## src/rtl/gbcb_pkg.sv

```systemverilog
// ----------------------------------------------------------------------------
// gbcb_pkg
// Shared types and constants of the glyph bitmap color blend core.
// ----------------------------------------------------------------------------
package gbcb_pkg;

  localparam int LIM_W  = 13;  // pitch, row and column limits
  localparam int COLB_W = 16;  // pixel column within a glyph row
  localparam int SUM_W  = 20;  // coordinate sums before saturation

  localparam logic [1:0] MODE_MONO = 2'd0;
  localparam logic [1:0] MODE_GRAY = 2'd1;
  localparam logic [1:0] MODE_LCD  = 2'd2;

  localparam logic [2:0] REG_INK_RGB      = 3'd0;
  localparam logic [2:0] REG_PAPER_RGB    = 3'd1;
  localparam logic [2:0] REG_GLYPH_FORMAT = 3'd2;
  localparam logic [2:0] REG_BITMAP_WIDTH = 3'd3;
  localparam logic [2:0] REG_BITMAP_ROWS  = 3'd4;
  localparam logic [2:0] REG_ROW_PITCH    = 3'd5;
  localparam logic [2:0] REG_CELL_HEIGHT  = 3'd6;
  localparam logic [2:0] REG_ORIGIN       = 3'd7;

  localparam logic [23:0] INK_RGB_RESET      = 24'h000000;
  localparam logic [23:0] PAPER_RGB_RESET    = 24'hFFFFFF;
  localparam logic [1:0]  GLYPH_FORMAT_RESET = MODE_GRAY;
  localparam logic [9:0]  ROW_PITCH_RESET    = 10'sd1;

  localparam logic [1:0] PHASE_RED   = 2'd0;
  localparam logic [1:0] PHASE_GREEN = 2'd1;
  localparam logic [1:0] PHASE_BLUE  = 2'd2;

  typedef enum logic [1:0] {
    KIND_NONE  = 2'd0,
    KIND_MONO  = 2'd1,
    KIND_BLEND = 2'd2
  } gbcb_kind_t;

  typedef struct packed {
    logic take;
    logic eval;
    logic mono_load;
    logic mul;
    logic acc;
    logic blend_load;
  } gbcb_cmd_t;

  typedef struct packed {
    gbcb_kind_t kind;
    logic       mask_more;
    logic       out_free;
    logic       ch_last;
  } gbcb_stat_t;

endpackage

```

## src/rtl/glyph_bitmap_color_blend_core.sv

```systemverilog
// ----------------------------------------------------------------------------
// glyph_bitmap_color_blend_core
// Turns glyph bitmap bytes into colored, positioned screen pixels.
//
//   channel   signals                                   direction
//   item      item_valid, item_stall, coverage_byte     in
//   pixel     pixel_valid, pixel_stall, pixel_x/y,      out
//             red, green, blue, last_of_run
//   config    cfg_write, cfg_index, cfg_data            in
//
// A byte is taken in ST_IDLE and evaluated in the next cycle, in ST_EVAL. Mono
// bytes then give one pixel per cycle while the output is free. Gray and LCD
// pixels run the shared 8x9 multiplier once per channel. Bytes that make no
// pixel go back to idle after evaluation. Reset is synchronous; the output
// register holds a pixel under stall while the next byte is taken.
// ----------------------------------------------------------------------------
module glyph_bitmap_color_blend_core #(
  parameter int MAX_PITCH  = 256,
  parameter int MAX_ROWS   = 256,
  parameter int COORD_BITS = 16
) (
  input  logic               clk,
  input  logic               rst,
  input  logic               cfg_write,
  input  logic [2:0]         cfg_index,
  input  logic [31:0]        cfg_data,
  input  logic               item_valid,
  output logic               item_stall,
  input  logic [7:0]         coverage_byte,
  output logic               pixel_valid,
  input  logic               pixel_stall,
  output logic signed [15:0] pixel_x,
  output logic signed [15:0] pixel_y,
  output logic [7:0]         red,
  output logic [7:0]         green,
  output logic [7:0]         blue,
  output logic               last_of_run
);
  import gbcb_pkg::*;

  gbcb_cmd_t  cmd;
  gbcb_stat_t stat;

  gbcb_ctrl u_ctrl (
    .clk        (clk),
    .rst        (rst),
    .item_valid (item_valid),
    .item_stall (item_stall),
    .stat       (stat),
    .cmd        (cmd)
  );

  gbcb_datapath #(
    .MAX_PITCH  (MAX_PITCH),
    .MAX_ROWS   (MAX_ROWS),
    .COORD_BITS (COORD_BITS)
  ) u_datapath (
    .clk           (clk),
    .rst           (rst),
    .cfg_write     (cfg_write),
    .cfg_index     (cfg_index),
    .cfg_data      (cfg_data),
    .coverage_byte (coverage_byte),
    .cmd           (cmd),
    .stat          (stat),
    .pixel_stall   (pixel_stall),
    .pixel_valid   (pixel_valid),
    .pixel_x       (pixel_x),
    .pixel_y       (pixel_y),
    .red           (red),
    .green         (green),
    .blue          (blue),
    .last_of_run   (last_of_run)
  );

  a_no_overwrite: assert property (@(posedge clk) disable iff (rst)
    (cmd.mono_load || cmd.blend_load) |-> stat.out_free)
    else $error("output pixel overwritten before transfer");

  a_take_then_busy: assert property (@(posedge clk) disable iff (rst)
    (item_valid && !item_stall) |=> (item_stall && cmd.eval))
    else $error("accepted byte not evaluated next cycle");

  a_valid_source: assert property (@(posedge clk) disable iff (rst)
    $rose(pixel_valid) |-> $past(cmd.mono_load || cmd.blend_load))
    else $error("pixel valid without a load");

  a_empty_byte_done: assert property (@(posedge clk) disable iff (rst)
    (cmd.eval && stat.kind == KIND_NONE) |=> !item_stall)
    else $error("byte without pixels did not release the input");

endmodule

```

## src/rtl/gbcb_ctrl.sv

```systemverilog
// ----------------------------------------------------------------------------
// gbcb_ctrl
// Sequencer: takes a byte, evaluates it, then steps mono pixels out, runs
// the three-channel blend before presenting the pixel, or returns to idle.
// ----------------------------------------------------------------------------
module gbcb_ctrl (
  input  logic                  clk,
  input  logic                  rst,
  input  logic                  item_valid,
  output logic                  item_stall,
  input  gbcb_pkg::gbcb_stat_t  stat,
  output gbcb_pkg::gbcb_cmd_t   cmd
);
  import gbcb_pkg::*;

  typedef enum logic [5:0] {
    ST_IDLE = 6'b000001,
    ST_EVAL = 6'b000010,
    ST_MONO = 6'b000100,
    ST_MUL  = 6'b001000,
    ST_ACC  = 6'b010000,
    ST_EMIT = 6'b100000
  } state_t;

  state_t state, state_next;

  always_ff @(posedge clk) begin
    if (rst) begin
      state <= ST_IDLE;
    end else begin
      state <= state_next;
    end
  end

  assign item_stall = (state != ST_IDLE);

  always_comb begin
    state_next = state;
    cmd        = '0;
    case (state)
      ST_IDLE: begin
        if (item_valid) begin
          cmd.take   = 1'b1;
          state_next = ST_EVAL;
        end
      end
      ST_EVAL: begin
        cmd.eval = 1'b1;
        case (stat.kind)
          KIND_MONO:  state_next = ST_MONO;
          KIND_BLEND: state_next = ST_MUL;
          default:    state_next = ST_IDLE;
        endcase
      end
      ST_MONO: begin
        if (stat.out_free) begin
          cmd.mono_load = 1'b1;
          if (!stat.mask_more) begin
            state_next = ST_IDLE;
          end
        end
      end
      ST_MUL: begin
        cmd.mul    = 1'b1;
        state_next = ST_ACC;
      end
      ST_ACC: begin
        cmd.acc    = 1'b1;
        state_next = stat.ch_last ? ST_EMIT : ST_MUL;
      end
      ST_EMIT: begin
        if (stat.out_free) begin
          cmd.blend_load = 1'b1;
          state_next     = ST_IDLE;
        end
      end
      default: state_next = ST_IDLE;
    endcase
  end

endmodule

```

## src/rtl/gbcb_datapath.sv

```systemverilog
// ----------------------------------------------------------------------------
// gbcb_datapath
// Configuration registers, glyph position, mono bit mask, serial channel
// blend and the output pixel register.
// ----------------------------------------------------------------------------
module gbcb_datapath #(
  parameter int MAX_PITCH  = 256,
  parameter int MAX_ROWS   = 256,
  parameter int COORD_BITS = 16
) (
  input  logic                  clk,
  input  logic                  rst,
  input  logic                  cfg_write,
  input  logic [2:0]            cfg_index,
  input  logic [31:0]           cfg_data,
  input  logic [7:0]            coverage_byte,
  input  gbcb_pkg::gbcb_cmd_t   cmd,
  output gbcb_pkg::gbcb_stat_t  stat,
  input  logic                  pixel_stall,
  output logic                  pixel_valid,
  output logic signed [15:0]    pixel_x,
  output logic signed [15:0]    pixel_y,
  output logic [7:0]            red,
  output logic [7:0]            green,
  output logic [7:0]            blue,
  output logic                  last_of_run
);
  import gbcb_pkg::*;

  localparam int COL_W = $clog2(MAX_PITCH + 1);
  localparam int ROW_W = $clog2(MAX_ROWS + 1);
  localparam int TRI_W = LIM_W + 2;
  localparam int EXT_W = (COORD_BITS + 1 > SUM_W) ? COORD_BITS + 1 : SUM_W;
  localparam logic [LIM_W-1:0] PITCH_CAP = LIM_W'(MAX_PITCH);
  localparam logic [LIM_W-1:0] ROWS_CAP  = LIM_W'(MAX_ROWS);
  localparam logic signed [EXT_W-1:0] SAT_HI =
    EXT_W'((64'sd1 <<< (COORD_BITS - 1)) - 64'sd1);
  localparam logic signed [EXT_W-1:0] SAT_LO = ~SAT_HI;

  // configuration
  logic [23:0] ink_rgb, paper_rgb;
  logic [1:0]  glyph_format;
  logic [11:0] bitmap_width;
  logic [8:0]  bitmap_rows;
  logic [9:0]  row_pitch;
  logic [11:0] cell_height;
  logic [31:0] origin;

  // glyph position
  logic [COL_W-1:0] byte_column, triple_column;
  logic [ROW_W-1:0] row_index;
  logic [1:0]       subpixel_phase;
  logic [7:0]       held_red, held_green;

  // per item
  logic [7:0]        cov;
  logic [7:0]        mask;
  logic [COLB_W-1:0] col_base;
  logic [15:0]       y_sat;
  logic [7:0]        bl_red, bl_green, bl_blue;
  logic [1:0]        channel;
  logic [17:0]       prod;
  logic [7:0]        res_red, res_green, res_blue;

  function automatic logic [15:0] sat16(input logic [SUM_W-1:0] v);
    logic signed [EXT_W-1:0] e;
    e = EXT_W'($signed(v));
    if (e > SAT_HI) begin
      e = SAT_HI;
    end else if (e < SAT_LO) begin
      e = SAT_LO;
    end
    return e[15:0];
  endfunction

  logic [9:0]        pitch_mag, pitch_nz;
  logic [LIM_W-1:0]  pabs_raw, pabs, rows_ext, rows_eff;
  logic [LIM_W-1:0]  col_ext, col_inc, row_inc;
  logic              row_wrap, row_last, pitch_up, rows_zero;
  logic [SUM_W-1:0]  y_sum, y_shift, x_sum;
  logic [7:0]        mask_new;
  logic              gray_hit, lcd_in, lcd_hit;
  logic [TRI_W-1:0]  tri_end;
  gbcb_kind_t        kind;

  assign pitch_mag = row_pitch[9] ? (10'd0 - row_pitch) : row_pitch;
  assign pitch_nz  = (pitch_mag == 10'd0) ? 10'd1 : pitch_mag;
  assign pabs_raw  = LIM_W'(pitch_nz);
  assign pabs      = (pabs_raw > PITCH_CAP) ? PITCH_CAP : pabs_raw;
  assign rows_ext  = LIM_W'(bitmap_rows);
  assign rows_eff  = (rows_ext > ROWS_CAP) ? ROWS_CAP : rows_ext;
  assign rows_zero = (rows_eff == '0);
  assign pitch_up  = !row_pitch[9] && (row_pitch != 10'd0);

  assign col_ext  = LIM_W'(byte_column);
  assign col_inc  = col_ext + LIM_W'(1);
  assign row_wrap = (col_inc >= pabs);
  assign row_inc  = LIM_W'(row_index) + LIM_W'(1);
  assign row_last = (row_inc >= rows_eff);

  assign y_shift = pitch_up ? (SUM_W'(cell_height) - SUM_W'(rows_eff)) : '0;
  assign y_sum   = SUM_W'($signed(origin[31:16])) + SUM_W'(row_index) + y_shift;

  always_comb begin
    for (int b = 0; b < 8; b++) begin
      mask_new[b] = cov[7-b] &&
                    ({COLB_W'(col_ext), 3'(b)} < (COLB_W + 3)'(bitmap_width));
    end
  end

  assign gray_hit = (col_ext < LIM_W'(bitmap_width)) && (cov != 8'd0);
  assign tri_end  = TRI_W'({triple_column, 1'b0}) + TRI_W'(triple_column) + TRI_W'(3);
  assign lcd_in   = (tri_end <= TRI_W'(bitmap_width));
  assign lcd_hit  = lcd_in && (subpixel_phase == PHASE_BLUE) &&
                    ((held_red | held_green | cov) != 8'd0);

  always_comb begin
    kind = KIND_NONE;
    if (!rows_zero) begin
      case (glyph_format)
        MODE_MONO: kind = (mask_new != 8'd0) ? KIND_MONO : KIND_NONE;
        MODE_GRAY: kind = gray_hit ? KIND_BLEND : KIND_NONE;
        MODE_LCD:  kind = lcd_hit ? KIND_BLEND : KIND_NONE;
        default:   kind = KIND_NONE;
      endcase
    end
  end

  // leftmost remaining mono pixel
  logic [2:0] pick;
  logic [7:0] mask_rest;
  always_comb begin
    pick = 3'd0;
    for (int b = 7; b >= 0; b--) begin
      if (mask[b]) begin
        pick = 3'(b);
      end
    end
  end
  assign mask_rest = mask & ~(8'b1 << pick);

  assign x_sum = SUM_W'($signed(origin[15:0])) + SUM_W'(col_base) +
                 (cmd.mono_load ? SUM_W'(pick) : '0);

  // channel blend: c*(f-b) + 255*b, then /255
  logic [7:0]        ch_cov, ch_fg, ch_bg;
  logic signed [8:0] ch_diff;
  logic signed [17:0] ch_prod;
  logic [17:0]       bg255, acc_sum;
  logic [16:0]       quot;
  always_comb begin
    case (channel)
      2'd0:    begin ch_cov = bl_red;   ch_fg = ink_rgb[7:0];   ch_bg = paper_rgb[7:0];   end
      2'd1:    begin ch_cov = bl_green; ch_fg = ink_rgb[15:8];  ch_bg = paper_rgb[15:8];  end
      default: begin ch_cov = bl_blue;  ch_fg = ink_rgb[23:16]; ch_bg = paper_rgb[23:16]; end
    endcase
  end
  assign ch_diff = {1'b0, ch_fg} - {1'b0, ch_bg};
  assign ch_prod = $signed({1'b0, ch_cov}) * ch_diff;
  assign bg255   = {2'b0, ch_bg, 8'd0} - {10'd0, ch_bg};
  assign acc_sum = prod + bg255;
  assign quot    = {1'b0, acc_sum[15:0]} + 17'd1 + {9'd0, acc_sum[15:8]};

  assign stat.kind      = kind;
  assign stat.mask_more = (mask_rest != 8'd0);
  assign stat.out_free  = !pixel_valid || !pixel_stall;
  assign stat.ch_last   = (channel == 2'd2);

  // configuration and glyph position
  always_ff @(posedge clk) begin
    if (rst) begin
      ink_rgb        <= INK_RGB_RESET;
      paper_rgb      <= PAPER_RGB_RESET;
      glyph_format   <= GLYPH_FORMAT_RESET;
      bitmap_width   <= '0;
      bitmap_rows    <= '0;
      row_pitch      <= ROW_PITCH_RESET;
      cell_height    <= '0;
      origin         <= '0;
      byte_column    <= '0;
      triple_column  <= '0;
      row_index      <= '0;
      subpixel_phase <= PHASE_RED;
      held_red       <= '0;
      held_green     <= '0;
    end else if (cfg_write) begin
      case (cfg_index)
        REG_INK_RGB:      ink_rgb      <= cfg_data[23:0];
        REG_PAPER_RGB:    paper_rgb    <= cfg_data[23:0];
        REG_GLYPH_FORMAT: glyph_format <= cfg_data[1:0];
        REG_BITMAP_WIDTH: bitmap_width <= cfg_data[11:0];
        REG_BITMAP_ROWS:  bitmap_rows  <= cfg_data[8:0];
        REG_ROW_PITCH:    row_pitch    <= cfg_data[9:0];
        REG_CELL_HEIGHT:  cell_height  <= cfg_data[11:0];
        REG_ORIGIN:       origin       <= cfg_data;
        default:          origin       <= origin;
      endcase
      byte_column    <= '0;
      triple_column  <= '0;
      row_index      <= '0;
      subpixel_phase <= PHASE_RED;
      held_red       <= '0;
      held_green     <= '0;
    end else if (cmd.eval && !rows_zero) begin
      if (glyph_format == MODE_LCD && lcd_in) begin
        if (subpixel_phase == PHASE_RED) begin
          held_red <= cov;
        end else if (subpixel_phase == PHASE_GREEN) begin
          held_green <= cov;
        end
      end
      if (row_wrap) begin
        byte_column    <= '0;
        triple_column  <= '0;
        subpixel_phase <= PHASE_RED;
        row_index      <= row_last ? '0 : row_inc[ROW_W-1:0];
      end else begin
        byte_column <= col_inc[COL_W-1:0];
        if (subpixel_phase == PHASE_BLUE) begin
          subpixel_phase <= PHASE_RED;
          triple_column  <= triple_column + COL_W'(1);
        end else begin
          subpixel_phase <= subpixel_phase + 2'd1;
        end
      end
    end
  end

  // item work registers
  always_ff @(posedge clk) begin
    if (cmd.take) begin
      cov <= coverage_byte;
    end
    if (cmd.eval) begin
      mask    <= mask_new;
      y_sat   <= sat16(y_sum);
      channel <= 2'd0;
      case (glyph_format)
        MODE_MONO: col_base <= COLB_W'({col_ext, 3'd0});
        MODE_LCD:  col_base <= COLB_W'(triple_column);
        default:   col_base <= COLB_W'(col_ext);
      endcase
      if (glyph_format == MODE_LCD) begin
        bl_red   <= held_red;
        bl_green <= held_green;
      end else begin
        bl_red   <= cov;
        bl_green <= cov;
      end
      bl_blue <= cov;
    end
    if (cmd.mono_load) begin
      mask <= mask_rest;
    end
    if (cmd.mul) begin
      prod <= 18'(ch_prod);
    end
    if (cmd.acc) begin
      case (channel)
        2'd0:    res_red   <= quot[15:8];
        2'd1:    res_green <= quot[15:8];
        default: res_blue  <= quot[15:8];
      endcase
      channel <= stat.ch_last ? 2'd0 : channel + 2'd1;
    end
    if (cmd.mono_load) begin
      pixel_x     <= sat16(x_sum);
      pixel_y     <= y_sat;
      red         <= ink_rgb[7:0];
      green       <= ink_rgb[15:8];
      blue        <= ink_rgb[23:16];
      last_of_run <= (mask_rest == 8'd0);
    end else if (cmd.blend_load) begin
      pixel_x     <= sat16(x_sum);
      pixel_y     <= y_sat;
      red         <= res_red;
      green       <= res_green;
      blue        <= res_blue;
      last_of_run <= 1'b1;
    end
  end

  always_ff @(posedge clk) begin
    if (rst) begin
      pixel_valid <= 1'b0;
    end else if (cmd.mono_load || cmd.blend_load) begin
      pixel_valid <= 1'b1;
    end else if (!pixel_stall) begin
      pixel_valid <= 1'b0;
    end
  end

endmodule

```

## config.mk

```make
export PLATFORM = sky130hd
export DESIGN_NAME = glyph_bitmap_color_blend_core
export DESIGN_NICKNAME = d
export VERILOG_FILES = /design/src/rtl/gbcb_pkg.sv /design/src/rtl/glyph_bitmap_color_blend_core.sv /design/src/rtl/gbcb_ctrl.sv /design/src/rtl/gbcb_datapath.sv
export SDC_FILE = /design/constraint.sdc
export NUM_CORES = 1
export LEC_CHECK = 0
export BUFFER_PORTS_ARGS = -buffer_cell sky130_fd_sc_hd__buf_2
export CORE_MARGIN = 1.5
export CORE_UTILIZATION = 65
export DETAILED_ROUTE_END_ITERATION = 8
export PLACE_DENSITY_LB_ADDON = 0.2
export SYNTH_ARGS = -nofsm -noshare
export SYNTH_HDL_FRONTEND = slang
export SYNTH_SLANG_ARGS = --single-unit
```

## constraint.sdc

```tcl
create_clock -name clk -period 13.6 [get_ports clk]
set_clock_uncertainty 0.15 [all_clocks]
set_input_delay 1.36 -clock clk [delete_from_list [all_inputs] [get_ports clk]]
set_output_delay 1.36 -clock clk [all_outputs]
set_load 0.01 [all_outputs]
```

# [After elaboration in Yosys (flattened, before gate mapping)]
# Cells that the tools add are included.
[totals] reg_bits=348 input_bits=48 out_inout_bits=59 elab_cells=227
[classes] addsub=18 multipliers=1 magnitude_cmp=18 n_eq_ne=27 shifts=1 muxes=68 n_bitwise=6 n_reduce_logical=54
[ops] operator="$mux 16" count=7
[ops] operator="$lt 12x12->1" count=8
[ops] operator="$mux 8" count=10
[ops] operator="$pmux 8 s2" count=3
[ops] operator="$mux 9" count=5
[ops] operator="$gt 20x16->1 const B" count=2
[ops] operator="$lt 20x16->1 const B" count=2
[ops] operator="$pmux 6 s6" count=1
[ops] operator="$reduce_bool 8->1" count=4
[ops] operator="$mux 10" count=3
[ops] operator="$mux 6" count=5
[ops] operator="$mux 3" count=9
[ops] operator="$ge 13x13->1" count=2
[ops] operator="$reduce_and 2->1" count=13
[ops] operator="$pmux 12 s2" count=1
[ops] operator="$add 20x20->20" count=1
[ops] operator="$add 9x1->10 const B" count=2
[ops] operator="$mux 20" count=1
[ops] operator="$add 18x4->19" count=1
[ops] operator="$add 16x17->18" count=1
[ops] operator="$add 16x10->17" count=1
[ops] operator="$add 16x1->16 const B" count=1
[ops] operator="$add 16x16->16" count=1
[ops] operator="$add 16x8->16" count=1
[ops] operator="other kinds (49)" count=108

# [Longest topological paths before layout]
# Gate-level depths: netlist of the first run.
[logic_depth] ltp_word=15 ltp_mapped=34

# [Modules after synthesis]
# Synthesis of the first run repeated with hierarchy kept, for this count alone.
[unflattened] hier_cells=2338 hier_area_um2=21852.2
[by_module_without_submodules] module="gbcb_datapath" instances=1 cells_each=2294 area_per_inst_um2=21443.1
[by_module_without_submodules] module="gbcb_ctrl" instances=1 cells_each=44 area_per_inst_um2=409.1

# [Worst setup path after synthesis of the first run]
# OpenSTA, ideal clock, no wires.
[synth_path] path_type="flip-flop to flip-flop" startpoint="register u_datapath.channel[0]" endpoint="register u_datapath.prod[14], data pin" arrival_time_ps=7531 required_ps=13189 setup_slack_ps=5658 stages_incl_launch_ff=32 path_cell_list="edfxtp_1 -> ha_1 -> clkbuf_1 -> nor2_2 -> clkbuf_1 -> clkbuf_1 -> a21oi_1 -> ha_1 -> nor2b_1 -> o21ai_0 -> a21oi_1 -> o21ai_1 -> a21oi_1 -> o21ai_1 -> nor3b_1 -> or3_1 -> fa_1 -> fa_1 -> inv_1 -> fa_1 -> fa_1 -> inv_1 -> fa_1 -> inv_1 -> ha_1 -> inv_1 -> o21ai_0 -> a21oi_1 -> o21bai_1 -> a21oi_1 -> nor3_1 -> a311o_1"
[synth_between] elab_chain_cells=4 elab_cells_between_ends=7
[synth_lines] element="start, declared" line_no="gbcb_datapath.sv:61" source="logic [1:0] channel;"
[synth_lines] element="start signal, assigned" line_no="gbcb_datapath.sv:264" source="channel <= stat.ch_last ? 2'd0 : channel + 2'd1;"
[synth_lines] element="$eq 2x1->1 / $logic_not 2->1 (equally long branches)" line_no="gbcb_datapath.sv:152" source="case (channel)"
[synth_lines] element="$pmux 8 s2" line_no="gbcb_datapath.sv:152"
[synth_lines] element="$sub 8x8->9" line_no="gbcb_datapath.sv:158" source="assign ch_diff = {1'b0, ch_fg} - {1'b0, ch_bg};"
[synth_lines] element="$mul 9x9->16 *" line_no="gbcb_datapath.sv:159" source="assign ch_prod = $signed({1'b0, ch_cov}) * ch_diff;"
[synth_lines] element="via u_datapath.ch_prod[14]" line_no="gbcb_datapath.sv:148" source="logic signed [17:0] ch_prod;"
[synth_lines] element="end signal, assigned" line_no="gbcb_datapath.sv:256" source="prod <= 18'(ch_prod);"
[synth_lines] element="end, declared" line_no="gbcb_datapath.sv:62" source="logic [17:0] prod;"
# Mark *: on every way through the listed nets, which the timed path passes. The rest lies on a longest branch.
# A chain may end at the register's enable or synchronous reset.

# [Worst setup path in the final report of the first run]
# Ends and elaborated chain as after synthesis.

==> results.txt, run 1 <==
outcome: finished clean
core area: 33,600 um^2
fin crit share: 67.8%
top cells by area, synth: edfxtp_1 23%, dfxtp_1 16%, ha_1 12%
Pwr per Cell Area: 116 nW/um^2
fraction of registers with async set/reset: 0%
Die Area: 35,300 um^2
Top Ports: 107
ys flop type: dfxtp_1
drt initial violations: 1,351
register area share after synthesis: 38.5%
share of post-route cells with drive strength above 1: 8.56%
clock latency on the worst-skew pair: 0.54 ns
synthesis-stage register bit count: 344
Min Clock Period, post-route: 9.22 ns
Post-synth EDFFs: 167
Reg clk slew, reported paths: 0.06 ns
Hold Fails Final Rpt: 0
fin cells: 3,017
final setup fails: 0
Crit Path Class: reg -> reg
CTS max path bufs: 3
worst vdd ir: 0.000107 V
CTS sink count: 344
All-Layer GR Usage: 31.6%
# hold bufs at CTS: 0
crit-path max FO: 28
slew of the pin with the lowest slew margin: 1.35 ns
final wirelength: 55.5 mm
largest net degree at the start of global routing: 78
detailed-route wire length per cell: 18.4 um
Crit. End Element: register
CTS tree: yes
Leak: 10.1 nW
Slew Limit Fails: 0
PostCTS Resize Cnt: 0
Detail Route Antenna Nets: 0
CP Launch Type: register
f_max: 109 MHz
slowest CP cell: nor2_2
vias in the first global route: 17,800
total power: 2.84 mW
Via density: 6.06
first-pass GRT wire length: 89.5 mm
root cell of the clock tree: clkbuf_16
Syn Nets: 2,790
DRC violation count after routing: 0
worst path arrival time: 9.33 ns
Syn. warnings: 0
post-synthesis cell area: 22,200 um^2
Area growth syn-to-layout: 9.93%
final setup TNS: 0 ns
GPL Wtd Cong: 0.909
area leader, netlist: edfxtp_1
most common cell in the netlist: nand2_1
die height: 188 um
Post-synth top cells: 479 x nand2_1, 215 x a21oi_1, 213 x ha_1
Slew Limit Headroom: 9.91%
grt ovf: 0
Antenna Cells: 0
Nets: 2,854
Initial Util: 66.1%
DP HPWL: 41.7 mm
Required @ worst endpoint: 13.72 ns
Num CTS Buffers: 37
Avg Cell Area, Syn: 8.97 um^2
WHS: 0.268 ns
RSZ-0062 raised after global routing: false
HP Class: reg -> reg
Horiz. Die Dim: 188 um
Vias: 18,300
row count: 67
Max Cap Viol: 0
cell count after placement: 2,949
count of different cell masters after synthesis: 81
H-tree depth: 2
postcts setup bufs: 0
worst stage delay on the critical path: 0.96 ns
Yosys top cell area share: 22.6%
Post-Syn Instances: 2,476
initial antenna violation count: 0
DR pass1 iterations: 5
Port Buf Inserts: 106
==> worst max-delay path: cells and delay by family (launching register included) <==
kind	cells	cell delay, ns
compound gates	11	2.17
simple gates	5	2.23
flops	1	0.38
fa+ha+maj	8	3.73
buf+inv	5	0.28
==> where the power goes <==
group	total, mW	switching (mW)	internal (mW)	leakage (nW)
Combinational	0.578	0.343	0.235	6.45
Sequential	1.15	0.0165	1.13	2.95
Clock	1.11	0.423	0.687	0.655
==> flip-flops by register name, indices dropped and copies added, names as in the netlist, 10 cells and up <==
name and flops:
u_datapath.cell_height 12, u_datapath.bitmap_width 12, u_datapath.pixel_x 16, u_datapath.col_base 12, u_datapath.origin 32, u_datapath.paper_rgb 24
u_datapath.ink_rgb 24, u_datapath.pixel_y 16, u_datapath.prod 16, u_datapath.row_pitch 10, u_datapath.y_sat 16
==> cell usage in the layout, fill, tap and decap left out, types with 58 or more instances in the layout <==
cell type	count
o21ai_0	81
a21oi_1	215
buf_2	105
xnor2_1	58
dfxtp_1	177
edfxtp_1	167
inv_1	151
nand2_1	479
ha_1	213
nor2_1	135
==> per-stage QoR <==
| step | instance area, um^2 | util (%) | worst slack [ns] |
|---|---|---|---|
| 3_5_place_dp | 23100 | 68.6 | 4.53 |
| 6_report | 24400 | 72.6 | 4.38 |
| 3_3_place_gp | 23100 | 68.6 | 4.75 |
| 2_1_floorplan | 22200 | - | 5.66 |
| 5_1_grt | 24400 | 72.6 | 3.66 |
| 4_1_cts | 24400 | 72.6 | 4.49 |
==> cell type report <==
class	instances	area (um^2)
well taps	448	561
clock buffers	48	1020
multi-input cells	1885	12800
flip-flops and latches	344	8560
inverters	153	574
clock inverters	20	312
fillers	2552	9200
repair buffers	119	631
==> routing by layer <==
metal  GRT usage (%)  vias up  wire length (um)
met2            52.8      669             25700
met5               0        -                 0
li1                -     8790                 -
met1            42.3     8718             24200
met3            4.14      105              3900
met4            11.1        0              1720
==> final timing paths <==
path                              start                     to  slack [ns]  depth (start not counted)
hold reg to reg     u_datapath.y_sat[6]  u_datapath.pixel_y[6]        0.27                          0
hold / removal      u_datapath.y_sat[6]  u_datapath.pixel_y[6]        0.27                          0
setup reg to reg  u_datapath.channel[0]    u_datapath.prod[14]        4.38                         29
setup / recovery  u_datapath.channel[0]    u_datapath.prod[14]        4.38                         29
==> cells by family (layout without fill, tap and decap cells) <==
| logic type | Yosys count | after routing | share of synthesized area, % |
|---|---|---|---|
| AO/OA/AOI/OAI | 544 | 544 | 15.3 |
| XOR/XNOR | 109 | 109 | 4.30 |
| adder cells (fa/ha/maj) | 268 | 268 | 16.9 |
| buffers and inverters | 247 | 340 | 4.21 |
| flip-flops | 344 | 344 | 38.5 |
| multiplexers | 33 | 33 | 1.49 |
| other | 1 | 1 | 0.0169 |
| AND/OR/NAND/NOR | 930 | 930 | 19.2 |
Note: power is estimated with default switching activity, not from simulation.
==> run 2, diff against run 1 <==
--- a/config.mk
+++ b/config.mk
@@ -7,7 +7,7 @@
 export LEC_CHECK = 0
 export BUFFER_PORTS_ARGS = -buffer_cell sky130_fd_sc_hd__buf_2
 export CORE_MARGIN = 1.5
-export CORE_UTILIZATION = 65
+export CORE_UTILIZATION = 63
 export DETAILED_ROUTE_END_ITERATION = 8
 export PLACE_DENSITY_LB_ADDON = 0.2
 export SYNTH_ARGS = -nofsm -noshare
==> constraint.sdc (replaced) <==
create_clock -name clk -period 9.6 [get_ports clk]
set_clock_uncertainty 0.15 [all_clocks]
set_input_delay 0.96 -clock clk [delete_from_list [all_inputs] [get_ports clk]]
set_output_delay 0.96 -clock clk [all_outputs]
set_load 0.01 [all_outputs]
==> results.txt, run 2 (synthesized netlist as in run 1, its figures left out) <==
Max Cap Viol: 0
# hold bufs at CTS: 0
Hold Fails Final Rpt: 0
Top Ports: 107
postcts setup bufs: 0
All-Layer GR Usage: 31.1%
HP Class: reg -> reg
H-tree depth: 2
detailed-route wire length per cell: 18.5 um
Antenna Cells: 0
largest net degree at the start of global routing: 77
Crit Path Class: reg -> reg
share of post-route cells with drive strength above 1: 8.70%
initial antenna violation count: 0
Min Clock Period, post-route: 8.15 ns
Via density: 6.06
drt initial violations: 1,571
DRC violation count after routing: 0
Pwr per Cell Area: 162 nW/um^2
Reg clk slew, reported paths: 0.06 ns
Port Buf Inserts: 106
worst stage delay on the critical path: 0.58 ns
Slew Limit Fails: 0
crit-path max FO: 15
row count: 68
CTS sink count: 344
Nets: 2,859
Horiz. Die Dim: 191 um
commonest non-fill, non-tap cells in the layout: 479 x nand2_1, 215 x a21oi_1, 213 x ha_1, 177 x dfxtp_1, 167 x edfxtp_1
Die Area: 36,400 um^2
DP HPWL: 41.7 mm
GPL Wtd Cong: 0.922
Num CTS Buffers: 38
final setup TNS: 0 ns
Critical Path Most Common Cell: fa_1
Detail Route Antenna Nets: 0
f_max: 123 MHz
Largest Register: u_datapath.origin
final wirelength: 55.9 mm
Initial Util: 64.1%
vias in the first global route: 17,500
r2r startpoint: u_datapath.channel[0]
final setup fails: 0
Slew Limit Headroom: 22.1%
slowest CP cell: xor2_1
worst reg2reg path endpoint: u_datapath.prod[14]
CTS tree: yes
clock latency on the worst-skew pair: 0.55 ns
RSZ-0062 raised after global routing: false
total power: 3.94 mW
slew of the pin with the lowest slew margin: 1.16 ns
outcome: finished clean
DR pass1 iterations: 6
fin crit share: 84.9%
start point of the worst hold path: u_datapath.y_sat[2]
PostCTS Resize Cnt: 0
max FFs per register: 32
root cell of the clock tree: clkbuf_16
grt ovf: 0
Area growth syn-to-layout: 9.81%
Top Registers: u_datapath.origin: 32 flops, u_datapath.ink_rgb: 24 flops, u_datapath.paper_rgb: 24 flops
R2R setup slack: 1.45 ns
worst path arrival time: 8.28 ns
CP Launch Type: register
die height: 191 um
Crit. End Element: register
worst vdd ir: 0.000160 V
most common cell after layout, fill and taps aside: nand2_1
Required @ worst endpoint: 9.74 ns
Leak: 10.1 nW
CTS max path bufs: 3
Hold Path Sink: u_datapath.pixel_y[2]
WHS Path Cells: 0
Vias: 18,300
core area: 34,600 um^2
reg2reg path depth: 28
first-pass GRT wire length: 89.8 mm
[run 2: changes by cell type in the layout (fill, tap and decap cells not counted), moves of 2 or more]
| cell | previous run | this run |
|---|---|---|
| bufinv_16 | 8 | 3 |
| buf_4 | 14 | 18 |
| clkinv_1 | 1 | 5 |
| clkbuf_1 | 6 | 3 |
| clkbuf_16 | 39 | 41 |
| clkinv_2 | 7 | 9 |
[run 2: critical path: cells and delay by family, from the launching register on]
kind,cells,cell delay (ns)
adders and majority gates,9,3.70
xor gates and xnor gates,1,0.58
buffers and inverters,5,0.26
and+or+nand+nor,3,0.79
DFF,1,0.42
AOI/OAI and AO/OA,10,1.95
[run 2: cell type report]
type | instances | area (um^2)
multi-input combinational | 1885 | 12800
fill | 2659 | 10200
sequential | 344 | 8560
clock buffer | 46 | 1060
timing repair buffer | 123 | 661
inverter | 153 | 574
tap | 455 | 569
clock inverter | 23 | 204
[run 2: report_power, final]
group	leakage (nW)	switching, mW	internal [mW]
sequential	2.95	0.0237	1.61
combinational	6.47	0.493	0.334
clock	0.628	0.609	0.875
[run 2: layer usage]
metal,vias up,GRT usage [%],part of all wire (%)
li1,8799,-,-
met1,8707,42.2,44
met2,715,50.8,46
met3,128,4.75,7.1
met4,0,10.8,3.3
met5,-,0,0
[run 2: how the worst max path moves through the flow]
| stage | end | cells past startpoint | slack, ns | startpoint |
|---|---|---|---|---|
| 5_1_grt | u_datapath.prod[14] | 29 | 0.92 | u_datapath.channel[0] |
| 3_5_place_dp | u_datapath.prod[14] | 28 | 1.51 | u_datapath.channel[0] |
| 4_1_cts | u_datapath.prod[15] | 28 | 1.50 | u_datapath.channel[0] |
| 6_report | u_datapath.prod[14] | 28 | 1.45 | u_datapath.channel[0] |
| 3_3_place_gp | u_datapath.prod[14] | 28 | 1.76 | u_datapath.channel[0] |
| 2_1_floorplan | u_datapath.prod[14] | 31 | 1.66 | u_datapath.channel[0] |
[run 2: through the flow]
step / util, % / hold slack, ns / setup WS [ns] / area [um^2] / std cells
after floorplan: - / 0.250 / 1.66 / 22200 / 2476
after global placement: 66.7 / 0.252 / 1.76 / 23100 / 2960
after detailed placement: 66.7 / 0.255 / 1.51 / 23100 / 2960
after CTS: 70.4 / 0.270 / 1.50 / 24400 / 3029
after global routing: 70.4 / 0.272 / 0.923 / 24400 / 3029
final: 70.4 / 0.270 / 1.45 / 24400 / 3029
==> run 3, diff against run 2 <==
==> constraint.sdc (replaced) <==
create_clock -name clk -period 7.9 [get_ports clk]
set_clock_uncertainty 0.15 [all_clocks]
set_input_delay 0.79 -clock clk [delete_from_list [all_inputs] [get_ports clk]]
set_output_delay 0.79 -clock clk [all_outputs]
set_load 0.01 [all_outputs]
==> results.txt, run 3 (synthesized netlist as in run 1, its figures left out) <==
Initial Util: 64.1%
Vias: 18,300
GPL Wtd Cong: 0.956
Hold Fails Final Rpt: 0
f_max: 133 MHz
root cell of the clock tree: clkbuf_16
Required @ worst endpoint: 8.03 ns
DR pass1 iterations: 6
clock power share: 37.4%
clock latency on the worst-skew pair: 0.54 ns
Pwr per Cell Area: 196 nW/um^2
Via density: 6.02
CTS tree: yes
Top Ports: 107
Reg clk slew, reported paths: 0.07 ns
H-tree depth: 2
first-pass GRT wire length: 90.3 mm
cell-internal power: 3.44 mW
WHS: 0.261 ns
fin crit share: 94.8%
initial antenna violation count: 0
final wirelength: 55.7 mm
final setup fails: 0
sw power: 1.35 mW
row count: 68
Slew Limit Fails: 0
crit-path max FO: 8
detailed-route wire length per cell: 18.4 um
DRC violation count after routing: 0
CTS max path bufs: 3
Leak: 10.1 nW
Area growth syn-to-layout: 10.4%
HP Class: reg -> reg
Slew Limit Headroom: 7.85%
max FFs per register: 32
outcome: finished clean
slew of the pin with the lowest slew margin: 1.38 ns
core area: 34,600 um^2
Reg power frac: 41.3%
commonest non-fill, non-tap cells in the layout: 479 x nand2_1, 211 x a21oi_1, 211 x ha_1, 177 x dfxtp_1, 167 x edfxtp_1
Antenna Cells: 0
Max Cap Viol: 0
final setup TNS: 0 ns
# hold bufs at CTS: 0
worst path arrival time: 7.62 ns
grt ovf: 0
Port Buf Inserts: 106
worst stage delay on the critical path: 0.54 ns
Combinational Power Share: 21.3%
Crit. End Element: register
worst vdd ir: 0.000261 V
die height: 191 um
share of post-route cells with drive strength above 1: 9.30%
CP Launch Type: register
CTS sink count: 344
DP HPWL: 42.0 mm
vias in the first global route: 17,700
Top Registers: u_datapath.origin: 32 flops, u_datapath.ink_rgb: 24 flops, u_datapath.paper_rgb: 24 flops
Largest Register: u_datapath.origin
Min Clock Period, post-route: 7.49 ns
Horiz. Die Dim: 191 um
Num CTS Buffers: 36
Nets: 2,869
slowest CP cell: fa_1
Detail Route Antenna Nets: 0
drt initial violations: 1,527
most common cell after layout, fill and taps aside: nand2_1
Crit Path Class: reg -> reg
All-Layer GR Usage: 31.1%
Die Area: 36,400 um^2
largest net degree at the start of global routing: 85
Sw Share: 28.2%
[run 3: layout make-up]
| type | instances | area (um^2) |
|---|---|---|
| Multi-Input combinational cell | 1885 | 12800 |
| Inverter | 153 | 574 |
| Clock buffer | 51 | 1030 |
| Sequential cell | 344 | 8560 |
| Tap cell | 455 | 569 |
| Fill cell | 2681 | 10100 |
| Clock inverter | 14 | 218 |
| Timing Repair Buffer | 135 | 754 |
[run 3: timing repair]
item,in CTS,in global routing
setup buffers,0,2
endpoints found under the setup margin,0,5
resized for setup,0,15
[run 3: critical path: cells and delay by family (launching register included)]
family,cells,cell delay [ns]
AOI/OAI and AO/OA,10,1.89
xor gates and xnor gates,1,0.25
adders and majority gates,9,3.73
buffers and inverters,6,0.36
DFF,1,0.42
and+or+nand+nor,3,0.44
[run 3: worst paths after layout]
kind,end,from,slack (ns),cells past startpoint
hold / removal,u_datapath.pixel_y[8],u_datapath.y_sat[8],0.26,0
setup reg to reg,u_datapath.prod[14],u_datapath.channel[0],0.41,29
hold reg to reg,u_datapath.pixel_y[8],u_datapath.y_sat[8],0.26,0
setup / recovery,u_datapath.prod[14],u_datapath.channel[0],0.41,29
[run 3: metal layers]
metal  up-vias  global-route usage, %  part of all wire (%)
met5         -                      0                     0
met4         0                   10.7                   3.2
met3       110                   4.23                   6.7
met2       651                   51.7                    47
met1      8714                   41.6                    43
li1       8820                      -                     -
[run 3: power by group through the flow]
stage | clock network, mW | registers [mW] | logic [mW]
after floorplan | 0 | 2.00 | 0.753
after global placement | 0 | 2.02 | 0.966
after detailed placement | 0 | 2.02 | 0.993
after CTS | 1.81 | 1.98 | 1.01
after global routing | 1.88 | 1.98 | 1.16
final | 1.79 | 1.98 | 1.02
[run 3: through the flow]
step / area, um^2 / power, mW / cells / setup slack [ns] / utilization, %
2_1_floorplan: 22200 / 2.76 / 2476 / 0.0958 / -
3_3_place_gp: 23200 / 2.98 / 2970 / 0.437 / 67.0
3_5_place_dp: 23200 / 3.01 / 2970 / 0.230 / 67.0
4_1_cts: 24400 / 4.80 / 3035 / 0.185 / 70.6
5_1_grt: 24500 / 5.02 / 3037 / -0.0355 / 70.8
6_report: 24500 / 4.79 / 3037 / 0.408 / 70.8
